--- src/sv/lca_pkg.sv ---
`default_nettype none
package lca_pkg;
   localparam int NODES = 1024;
   localparam int LEVELS = 10;
   localparam int NW = $clog2(NODES);
   localparam int LW = (LEVELS > 1) ? $clog2(LEVELS) : 1;
   localparam int DW = 10;
   localparam int QDEPTH = 2;

   typedef enum logic [1:0] {
      MODE_LOAD  = 2'd0,
      MODE_BUILD = 2'd1,
      MODE_LCA   = 2'd2,
      MODE_DESC  = 2'd3
   } mode_type;

   typedef struct packed {
      mode_type     mode;
      logic [9:0]   x;
      logic [9:0]   y;
      logic [9:0]   par;
      logic         has_par;
      logic [DW-1:0] lvl;
   } item_type;

   typedef enum logic [4:0] {
      ST_IDLE, ST_LOAD,
      ST_CLR, ST_CLR_W,
      ST_B_RD0, ST_B_RD1, ST_B_WAIT, ST_B_WR,
      ST_Q_D0, ST_Q_D1, ST_Q_D2,
      ST_P1_RD, ST_P1_WAIT, ST_P1_DEP, ST_P1_DW, ST_P1_DEC,
      ST_CHK,
      ST_P2_RX, ST_P2_WX, ST_P2_RY, ST_P2_WY, ST_P2_DEC,
      ST_F_RX, ST_F_WX, ST_F_RY, ST_F_WY, ST_F_DEC,
      ST_OUT
   } state_type;
endpackage
`default_nettype wire

--- src/sv/lca_front.sv ---
`default_nettype none
module lca_front (
   input  wire logic              clock,
   input  wire logic              reset,
   input  wire logic              in_valid,
   output logic                   in_ready,
   input  wire lca_pkg::item_type in_item,
   output logic                   q_valid,
   input  wire logic              q_ready,
   output lca_pkg::item_type      q_item
);
   import lca_pkg::*;
   // small fifo that classifies nothing beyond storage; decouples intake
   item_type mem_ff [QDEPTH];
   logic [$clog2(QDEPTH)-1:0] wp_ff, wp_in, rp_ff, rp_in;
   logic [$clog2(QDEPTH):0]   cnt_ff, cnt_in;
   logic push, pop;

   assign in_ready = (cnt_ff != ($clog2(QDEPTH)+1)'(QDEPTH));
   assign q_valid  = (cnt_ff != '0);
   assign q_item   = mem_ff[rp_ff];
   assign push = in_valid && in_ready;
   assign pop  = q_valid && q_ready;

   always_comb begin
      wp_in  = push ? wp_ff + 1'b1 : wp_ff;
      rp_in  = pop ? rp_ff + 1'b1 : rp_ff;
      cnt_in = cnt_ff + {{$clog2(QDEPTH){1'b0}}, push} - {{$clog2(QDEPTH){1'b0}}, pop};
   end

   always_ff @(posedge clock) begin
      if (push) mem_ff[wp_ff] <= in_item;
      if (reset) begin
         wp_ff <= '0; rp_ff <= '0; cnt_ff <= '0;
      end else begin
         wp_ff <= wp_in; rp_ff <= rp_in; cnt_ff <= cnt_in;
      end
   end
endmodule
`default_nettype wire

--- config.mk ---
export PLATFORM = sky130hd
export DESIGN_NAME = lca_front
export DESIGN_NICKNAME = d
export VERILOG_FILES = /design/src/sv/lca_pkg.sv /design/src/sv/lca_front.sv
export SDC_FILE = /design/constraint.sdc
export NUM_CORES = 1
export LEC_CHECK = 0
export ABC_AREA = 0
export BUFFER_PORTS_ARGS = -buffer_cell sky130_fd_sc_hd__buf_2
export CAP_MARGIN = 20
export CORE_UTILIZATION = 46
export DETAILED_ROUTE_END_ITERATION = 6
export PLACE_DENSITY = 0.72
export RECOVER_POWER = 100
export SYNTH_ARGS = -nofsm -noshare
export SYNTH_HDL_FRONTEND = slang
export SYNTH_SLANG_ARGS = --single-unit
--- constraint.sdc ---
create_clock -name clock -period 2.05 [get_ports clock]
set_clock_uncertainty 0.1 [all_clocks]
set_input_delay 0.41 -clock clock [delete_from_list [all_inputs] [get_ports clock]]
set_output_delay 0.41 -clock clock [all_outputs]
set_load 0.01 [all_outputs]
# Yosys cells after proc, flatten, opt, wreduce, memory -nomap -nowiden
# Memory sizes are Yosys's and may differ from the RTL's. A register that Yosys moved wholly into a read port is not among the register bits.
# Cells that the tools add are included.
[word_totals]
register_bits = 4
latchBits = 0
ram_bits = 86
mem_bits_ro = 0
word_cells = 16
n_memories = 1
[mem_list]
columns = ["name", "depth", "width", "rd", "rd_ports_with_merged_regs", "write_ports", "line_no", "text"]
rows = [
  ["mem_ff", 2, 43, 1, 1, 1, "lca_front.sv:14", "item_type mem_ff [QDEPTH];"],
]
[classes]
n_addsub = 4
mul = 0
div = 0
magnitude_cmp = 0
eq_ne = 1
n_shift = 0
n_mux = 4
bitwise = 0
n_reduce_logical = 3
[ops]
columns = ["cell", "count"]
rows = [
  ["1-bit 2-to-1 mux", 4],
  ["1-bit adder, second input constant", 2],
  ["2-bit by 1-bit adder with 2-bit output", 1],
  ["1-bit logical AND", 2],
  ["2-bit != test, second input constant", 1],
  ["2-bit nonzero test", 1],
  ["2-bit by 1-bit subtractor with 2-bit output", 1],
]

# Depth between registers and ports, before layout
# Gate-level depths: netlist of the first run.
[depth]
depth_word = 4
mapped_depth = 6

# Worst setup path after synthesis of the first run
# Ideal clock, no wire load.
[synth_path]
path_type = "register to register"
start = "register cnt_ff[0]"
end = "memory mem_ff[1][0] in the netlist's numbering (enable)"
setup_time_ps = 405
arrival_time_ps = 1737
required_ps = 1545
setup_slack_ps = -192
stages_incl_launch_ff = 3
path_buffers = 0
period_less_slack_ps = 2242
path_cell_list = "dfxtp_1 > nand2b_1 > and3_1"
[synth_via]
elab_chain_cells = 4
[synth_rtl]
columns = ["element", "line_no", "text"]
rows = [
  ["start, declared", "lca_front.sv:16", "logic [$clog2(QDEPTH):0] cnt_ff, cnt_in;"],
  ["start signal, assigned", "lca_front.sv:36", "wp_ff <= wp_in; rp_ff <= rp_in; cnt_ff <= cnt_in;"],
  ["2-bit != test", "lca_front.sv:19", "assign in_ready = (cnt_ff != ($clog2(QDEPTH)+1)'(QDEPTH));"],
  ["via in_ready", "lca_front.sv:6", "output logic in_ready,"],
  ["1-bit logical AND", "lca_front.sv:22", "assign push = in_valid && in_ready;"],
  ["1-bit 2-to-1 mux", "lca_front.sv:32", "if (push) mem_ff[wp_ff] <= in_item;"],
  ["1-bit 2-to-1 mux (not written as such)", "lca_front.sv:32", ""],
  ["end, declared", "lca_front.sv:14", ""],
]
# The timed path passes the listed nets, and every way through them passes these cells.

==> flow_summary.ini, run 1 <==
[placement]
dp_hpwl_um = 3710
gp_congestion = 0.679
port_buffers = 91
dp.cells = 351

[worst_setup_path]
path_class = reg -> out
worstSetupStartpointType = flop
worst-path-max-fanout = 31
cp.arrival_ns = 1.41
timing.critical_path.to_type = output port
r2r-start = cnt_ff[0]
critPathRequiredTime_ns = 1.54
r2r_setup_slack_ns = 0.20
rr_worst_depth = 4
reg2reg_to = mem_ff[0][27]

[detailed_routing]
drtPass1Iterations = 4
vias = 1789
viasPerCell = 4.87
post-route-drc-count = 0
detail-route-antenna-nets = 0
wire_per_inst_um = 15.1
drt-total-wl_um = 5540
drtIter0Drc = 64

[floorplan]
core_area_mm2 = 0.00691
dieArea_mm2 = 0.00763
die_w_um = 87.3
die_h_um = 87.3
rows = 30
start_util = 0.485
pin_count = 92

[global_routing]
grt_pass1_vias = 1745
grt_overflow = 0
grt_start_max_net_pins = 32
grt_pass1_wl_um = 8340
track_usage = 0.151
antenna_found_initial = 0

[pwr]
p_leak_uw = 0.00142
powerDensity_mw_per_mm2 = 1110
peakVddDrop_uv = 601
totalPowerFinal_uw = 4580

[clock_network]
cts_sinks = 91
cts_hold_buf = 0
cts_resized = 0
cts_tree = built
cts_buffer_depth = 2
clock_latency_ns = 0.34
cts_root_buffer = clkbuf_8
post-cts-setup-buffers = 0
cts_buffers = 9
clk_pin_slew_ns = 0.09
htreeDepth = 3

[yosys]
synth_area_mm2 = 0.00335
synth.distinct_cells = 22
synth_ff_type = edfxtp_1
synth_most_common_cell = edfxtp_1
synth_largest_area_cell = edfxtp_1
synth.top_cell.area_share = 0.771
postSynthNetCount = 211
synth_area_leaders = edfxtp_1, mux2_2, dfxtp_1
syn_inst = 163
yosysWarningCount = 0
syn_avg_cell_area_um2 = 20.5
synth_edf_count = 86
async_flop_share = 0
ys_seq_area_frac = 0.801
synthTopCellsByCount = edfxtp_1, mux2_2, buf_2, dfxtp_1, nor2_1
ys_ff_latch = 91

[flow_run]
max_cap_viol_count = 0

[finish]
nets = 314
area_growth_pct = 22.8
fin_util = 0.596
drive_above_1_share = 0.391
fin_cells = 367
antenna_cells = 0

[sta]
clock.fmax_mhz = 520
finalCritPeriodShare = 0.939
setup_violations = 0
slew_headroom = 0.597
period_minus_slack_ns = 1.92
drv_slew = 0
rsz0062_at_grt = false
fin_tns_setup_ns = 0
worstMarginPinSlew_ns = 0.605
whs_ns = 0.150
hold_viol = 0

[min_path]
hold_path.startpoint = in_item[7]
whs_endpoint = mem_ff[0][7]
worstHoldPathType = in -> reg
hold_depth = 1

[run_status]
outcome = finished clean
[per-layer routing]
layer  track usage  wire [um]
met1         0.190       2350
met5             0          0
met4        0.0447         39
met2         0.236       2710
met3        0.0664        442
[worst max path at each step]
| stage | from | endpoint | slack, ns | cells after the start |
|---|---|---|---|---|
| finish | flop | q_item[8] | 0.13 | 3 |
| CTS | flop | q_item[40] | 0.09 | 3 |
| global route | flop | q_item[40] | 0.05 | 3 |
| global placement | in_valid | cnt_ff[1] | 0.26 | 7 |
| floorplan | cnt_ff[0] | mem_ff[0][0] | 0.20 | 3 |
| detailed placement | in_valid | cnt_ff[1] | 0.19 | 7 |
[critical path, cell delays in order (launching register included)]
cell	delay, ns
dfxtp_2	0.36
buf_12	0.20
mux2_2	0.36
clkbuf_1	0.14
[registers in the layout (all words and copies together) (netlist names), named ones only]
name    flops
cnt_ff      2
mem_ff     86
rp_ff       1
wp_ff       1
[logic make-up after synthesis]
kind of cell,share of synthesized area
fa+ha+maj,0.00373
xor+xnor,0.00262
buf+inv,0.00859
compound gates,0.0153
simple gates,0.0209
flops,0.801
mux,0.148
[power breakdown]
part / internal (uW) / total (uW) / switching [uW]
logic: 437 / 954 / 517
clock network: 694 / 1310 / 612
registers: 2260 / 2320 / 64.3
total: 3390 / 4580 / 1190
[layout by cell type (no fill, tap or decap), types with 4 or more instances in the layout]
cell type,count
clkbuf_8,9
nor2_1,5
buf_2,32
clkbuf_1,55
clkinvlp_4,4
edfxtp_1,86
clkbuf_2,6
mux2_2,43
dfxtp_1,4
[per-stage QoR]
stage	setup WS [ns]	cell area [um^2]
finish	0.125	4110
global route	0.0534	4110
CTS	0.0878	4210
detailed placement	0.189	3990
global placement	0.259	3990
floorplan	0.200	3350
[layout make-up]
| type | count | area [um^2] |
|---|---|---|
| clock buffer | 9 | 124 |
| clock inverter | 7 | 100 |
| fill | 565 | 2790 |
| inverter | 1 | 7.51 |
| multi-input combinational | 66 | 639 |
| sequential | 91 | 2680 |
| tap | 96 | 120 |
| timing repair buffer | 97 | 439 |
Power figures use the tool's default switching activity.
==> run 2, diff against run 1 <==
REMOVE_ABC_BUFFERS = 1   (was not set)
==> run 2 against run 1 <==
  * Critical path depth is the same
  * Clock-buffer cell count is the same
  * Sequential share of layout area grew 0.54 points
  * Die area is the same
  * Global-route usage grew 0.23 points
  * Fmax shrank 1.5%
  * Clock power shrank 22%
  * First-iteration DRC count grew 6.3%
  * Critical endpoint is now q_item[22]
  * Cell area shrank 0.73%
  * Register-to-register slack gained 0.02 ns
  * Sequential cell count is the same
  * Worst setup slack lost 0.029 ns
==> flow_summary.ini, run 2 (synthesized netlist as in run 1, its figures left out) <==
[run_status]
outcome = finished clean

[worst_setup_path]
timing.critical_path.to_type = output port
crit_chain = buf_12 -> mux2_2 -> clkbuf_2
worstSetupStartpointType = flop
critPathRequiredTime_ns = 1.54
crit_family = flip-flops
crit_path_top_delay_cell = dfxtp_4
path_class = reg -> out
r2r_setup_slack_ns = 0.22
slowest_delay_ns = 0.42
worst-path-buf-inv = 2
worst-path-max-fanout = 22
cp.arrival_ns = 1.44

[clock_network]
clock_latency_ns = 0.34
cts_sinks = 91
cts_tree = built
htreeDepth = 3
cts_hold_buf = 0
cts_buffers = 9
cts_root_buffer = clkbuf_8
cts_buffer_depth = 2
clk_pin_slew_ns = 0.09

[placement]
placedInstanceArea_mm2 = 0.00397
port_buffers = 91
gp_congestion = 0.685
dp_hpwl_um = 3550
dp.cells = 351

[floorplan]
core_area_mm2 = 0.00691
pin_count = 92
rows = 30
dieArea_mm2 = 0.00763
die_w_um = 87.3
die_h_um = 87.3
start_util = 0.485

[pwr]
p_leak_uw = 0.00145
peakVddDrop_uv = 583
powerDensity_mw_per_mm2 = 1060
totalPowerFinal_uw = 4320

[sta]
rsz0062_at_grt = false
slew_headroom = 0.581
whs_ns = 0.147
period_minus_slack_ns = 1.95
finalCritPeriodShare = 0.953
hold_viol = 0
clock.fmax_mhz = 512
drv_slew = 0
worstMarginPinSlew_ns = 0.629
setup_violations = 0

[flow_run]
max_cap_viol_count = 0

[min_path]
worstHoldPathType = in -> reg

[finish]
fillers = 586
fin_area_mm2 = 0.00408
top_register = mem_ff
largest_reg_flops = 86
layout_commonest_cell = edfxtp_1
fin_cells = 367
antenna_cells = 0
area_growth_pct = 21.9
nets = 314
drive_above_1_share = 0.439
reg_top3 = mem_ff (86), cnt_ff (2)
layout_common_cells = edfxtp_1, mux2_2, clkbuf_1

[detailed_routing]
viasPerCell = 4.80
drtIter0Drc = 68
detail-route-antenna-nets = 0
drtPass1Iterations = 4
drt-total-wl_um = 5360
post-route-drc-count = 0
wire_per_inst_um = 14.6
vias = 1760

[global_routing]
grt_start_max_net_pins = 24
grt_pass1_vias = 1799
antenna_found_initial = 0
grt_overflow = 0
track_usage = 0.153
grt_pass1_wl_um = 8340
-- run 2: cell count changes in the layout (fill, tap and decap cells not counted), sizes merged --
cell      before  now
buf           34   39
bufinv         2    0
clkbuf        72   67
clkinv         0    7
clkinvlp       4    0
inv            2    1
-- run 2: worst register-to-register path, stage by stage, from the launching register on --
cell	delay, ns
dfxtp_1	0.44
nand2b_1	0.20
and3_2	0.21
clkbuf_2	0.51
-- run 2: timing repair --
action | 4_1_cts | 5_1_grt
setup buffers | 0 | 0
setup endpoints to repair | 0 | 36
gates resized for setup | 0 | 1
endpoints found under the hold margin | 0 | 0
-- run 2: layout make-up --
cell class / instances / area (um^2) / share of cell area
Clock buffer: 9 / 124 / 0.0303
Sequential cell: 91 / 2690 / 0.658
Inverter: 1 / 3.75 / 0.000919
Multi-Input combinational cell: 66 / 639 / 0.157
Timing Repair Buffer: 97 / 468 / 0.115
Clock inverter: 7 / 42.5 / 0.0104
Tap cell: 96 / 120 / 0.0294
-- run 2: metrics by stage --
stage / TNS [ns] / setup WS, ns / util
detailed placement: 0 / 0.226 / 0.575
global route: 0 / 0.0275 / 0.591
CTS: 0 / 0.00282 / 0.599
finish: 0 / 0.0965 / 0.591
floorplan: -14.60 / -0.192 / -
global placement: 0 / 0.268 / 0.575
-- run 2: where the power goes --
part           total (uW)  internal (uW)  switching, uW
Clock                1020            434            589
Combinational         961            464            497
Sequential           2340           2260           74.2
Total                4320           3160           1160
-- run 2: final timing paths --
check	startpoint	end	cells past startpoint
worst max-delay path	flop	q_item[22]	3
worst min-delay path	in_item[25]	mem_ff[0][25]	1
worst max register to register	cnt_ff[0]	mem_ff[1][6]	3
worst min register to register	rp_ff	rp_ff	2
-- run 2: routing by layer --
layer  GRT usage  wire length, um  vias up
met3      0.0578              393        8
met2       0.250             2650       59
li1            -                -      846
met5           0                0        -
met4      0.0671               72        0
met1       0.180             2240      847
==> run 3, diff against run 2 <==
CORE_MARGIN = 2   (was not set)
CORE_UTILIZATION = 55   (was 46)
PLACE_DENSITY = 0.81   (was 0.72)
clock period = 2.37 ns   (was 2.05 ns; I/O delays follow)
==> run 3 against run 2 <==
  * Sequential cell count unchanged
  * Register-to-register slack better by 0.33 ns
  * Final cell count down 6.0%
  * Combinational power down 17%
  * Wire length up 1.6%
  * Core utilization up 8.2 points
  * Power down 15%
  * Die area down 12%
  * Critical path type unchanged
  * Largest cell class unchanged
==> flow_summary.ini, run 3 (synthesized netlist as in run 1, its figures left out) <==
[run_status]
outcome = finished clean

[detailed_routing]
wire_per_inst_um = 15.8
vias = 1741
drt-total-wl_um = 5440
detail-route-antenna-nets = 0
post-route-drc-count = 0
viasPerCell = 5.05
drtIter0Drc = 141
drtPass1Iterations = 4

[sta]
rsz0062_at_grt = false
worstMarginPinSlew_ns = 0.623
clock.fmax_mhz = 469
whs_ns = 0.219
fin_tns_setup_ns = 0
period_minus_slack_ns = 2.13
drv_slew = 0
slew_headroom = 0.585
hold_viol = 0
finalCritPeriodShare = 0.900
setup_violations = 0

[worst_setup_path]
crit_path_top_delay_cell = mux2_2
r2r_setup_slack_ns = 0.55
path_class = reg -> out
crit_chain = clkbuf_4 -> mux2_2 -> clkbuf_1
r2r-start = cnt_ff[0]
reg2reg_to = mem_ff[0][6]
rr_worst_depth = 4
cp.arrival_ns = 1.56
timing.critical_path.to_type = output port
slowest_delay_ns = 0.39
critPathRequiredTime_ns = 1.80
worstSetupStartpointType = flop
worst-path-max-fanout = 24

[floorplan]
core_area_mm2 = 0.00592
pin_count = 92
start_util = 0.566
die_w_um = 82.0
dieArea_mm2 = 0.00673
rows = 28
die_h_um = 82.0

[placement]
dp_hpwl_um = 3500
port_buffers = 91
gp_congestion = 0.689

[clock_network]
clk_pin_slew_ns = 0.08
cts_root_buffer = clkbuf_8
cts_tree = built
cts_buffer_depth = 2
cts_resized = 0
htreeDepth = 3
cts_buffers = 9
clock_latency_ns = 0.33
post-cts-setup-buffers = 0
cts_sinks = 91
cts_hold_buf = 0

[finish]
nets = 313
antenna_cells = 0
largest_reg_flops = 86
drive_above_1_share = 0.341
layout_commonest_cell = edfxtp_1
reg_top3 = mem_ff (86), cnt_ff (2)
top_register = mem_ff
layout_common_cells = edfxtp_1, clkbuf_1, mux2_2
area_growth_pct = 18.9

[global_routing]
track_usage = 0.164
grtUsageMet3 = 0.0626
grt_use_met2 = 0.269
antenna_found_initial = 0
grt_overflow = 0
grt_busiest_layer = met2
grt_pass1_vias = 1739
grt_pass1_wl_um = 7870
use_met1 = 0.197
grt_start_max_net_pins = 44

[flow_run]
max_cap_viol_count = 0

[min_path]
hold_depth = 1
hold_path.startpoint = in_item[24]
whs_endpoint = mem_ff[0][24]
worstHoldPathType = in -> reg

[pwr]
totalPowerFinal_uw = 3660
powerDensity_mw_per_mm2 = 918
peakVddDrop_uv = 590
p_leak_uw = 0.00137
-- run 3: critical path, delay by kind of cell (launching register included) --
kind     cells  cell delay [ns]
mux          1             0.39
flops        1             0.33
buf+inv      2             0.50
-- run 3: report_power, final --
part           internal [uW]  leakage [uW]  switching, uW
registers               1950      0.000846           52.2
logic                    355      0.000441            443
clock network            378     0.0000812            472
-- run 3: per-stage QoR --
step | worst slack, ns | instances | area (um^2) | utilization
floorplan | 0.128 | 158 | 3320 | -
global placement | 0.522 | 329 | 3930 | 0.663
detailed placement | 0.499 | 329 | 3930 | 0.663
CTS | 0.263 | 345 | 4080 | 0.689
global route | 0.157 | 345 | 3980 | 0.673
finish | 0.237 | 345 | 3980 | 0.673
-- run 3: layer usage --
metal,part of all wire,vias up
met2,0.49,55
met5,0,-
met3,0.064,6
met4,0.0099,0
li1,-,840
met1,0.43,840
-- run 3: worst max-delay path by stage --
| stage | start | end | slack (ns) | cells after the start |
|---|---|---|---|---|
| after floorplan | cnt_ff[0] | mem_ff[1][0] | 0.13 | 2 |
| after global placement | in_valid | cnt_ff[1] | 0.52 | 7 |
| after detailed placement | in_valid | cnt_ff[1] | 0.50 | 7 |
| after CTS | flop | q_item[27] | 0.26 | 3 |
| after global routing | flop | q_item[27] | 0.16 | 3 |
| final | flop | q_item[27] | 0.24 | 3 |
-- run 3: area by class of cell --
cell class | instances | area [um^2]
Inverter | 1 | 3.75
Tap cell | 75 | 93.8
Fill cell | 460 | 1940
Multi-Input combinational cell | 66 | 639
Timing Repair Buffer | 96 | 410
Clock inverter | 3 | 15.0
Clock buffer | 13 | 139
Sequential cell | 91 | 2680
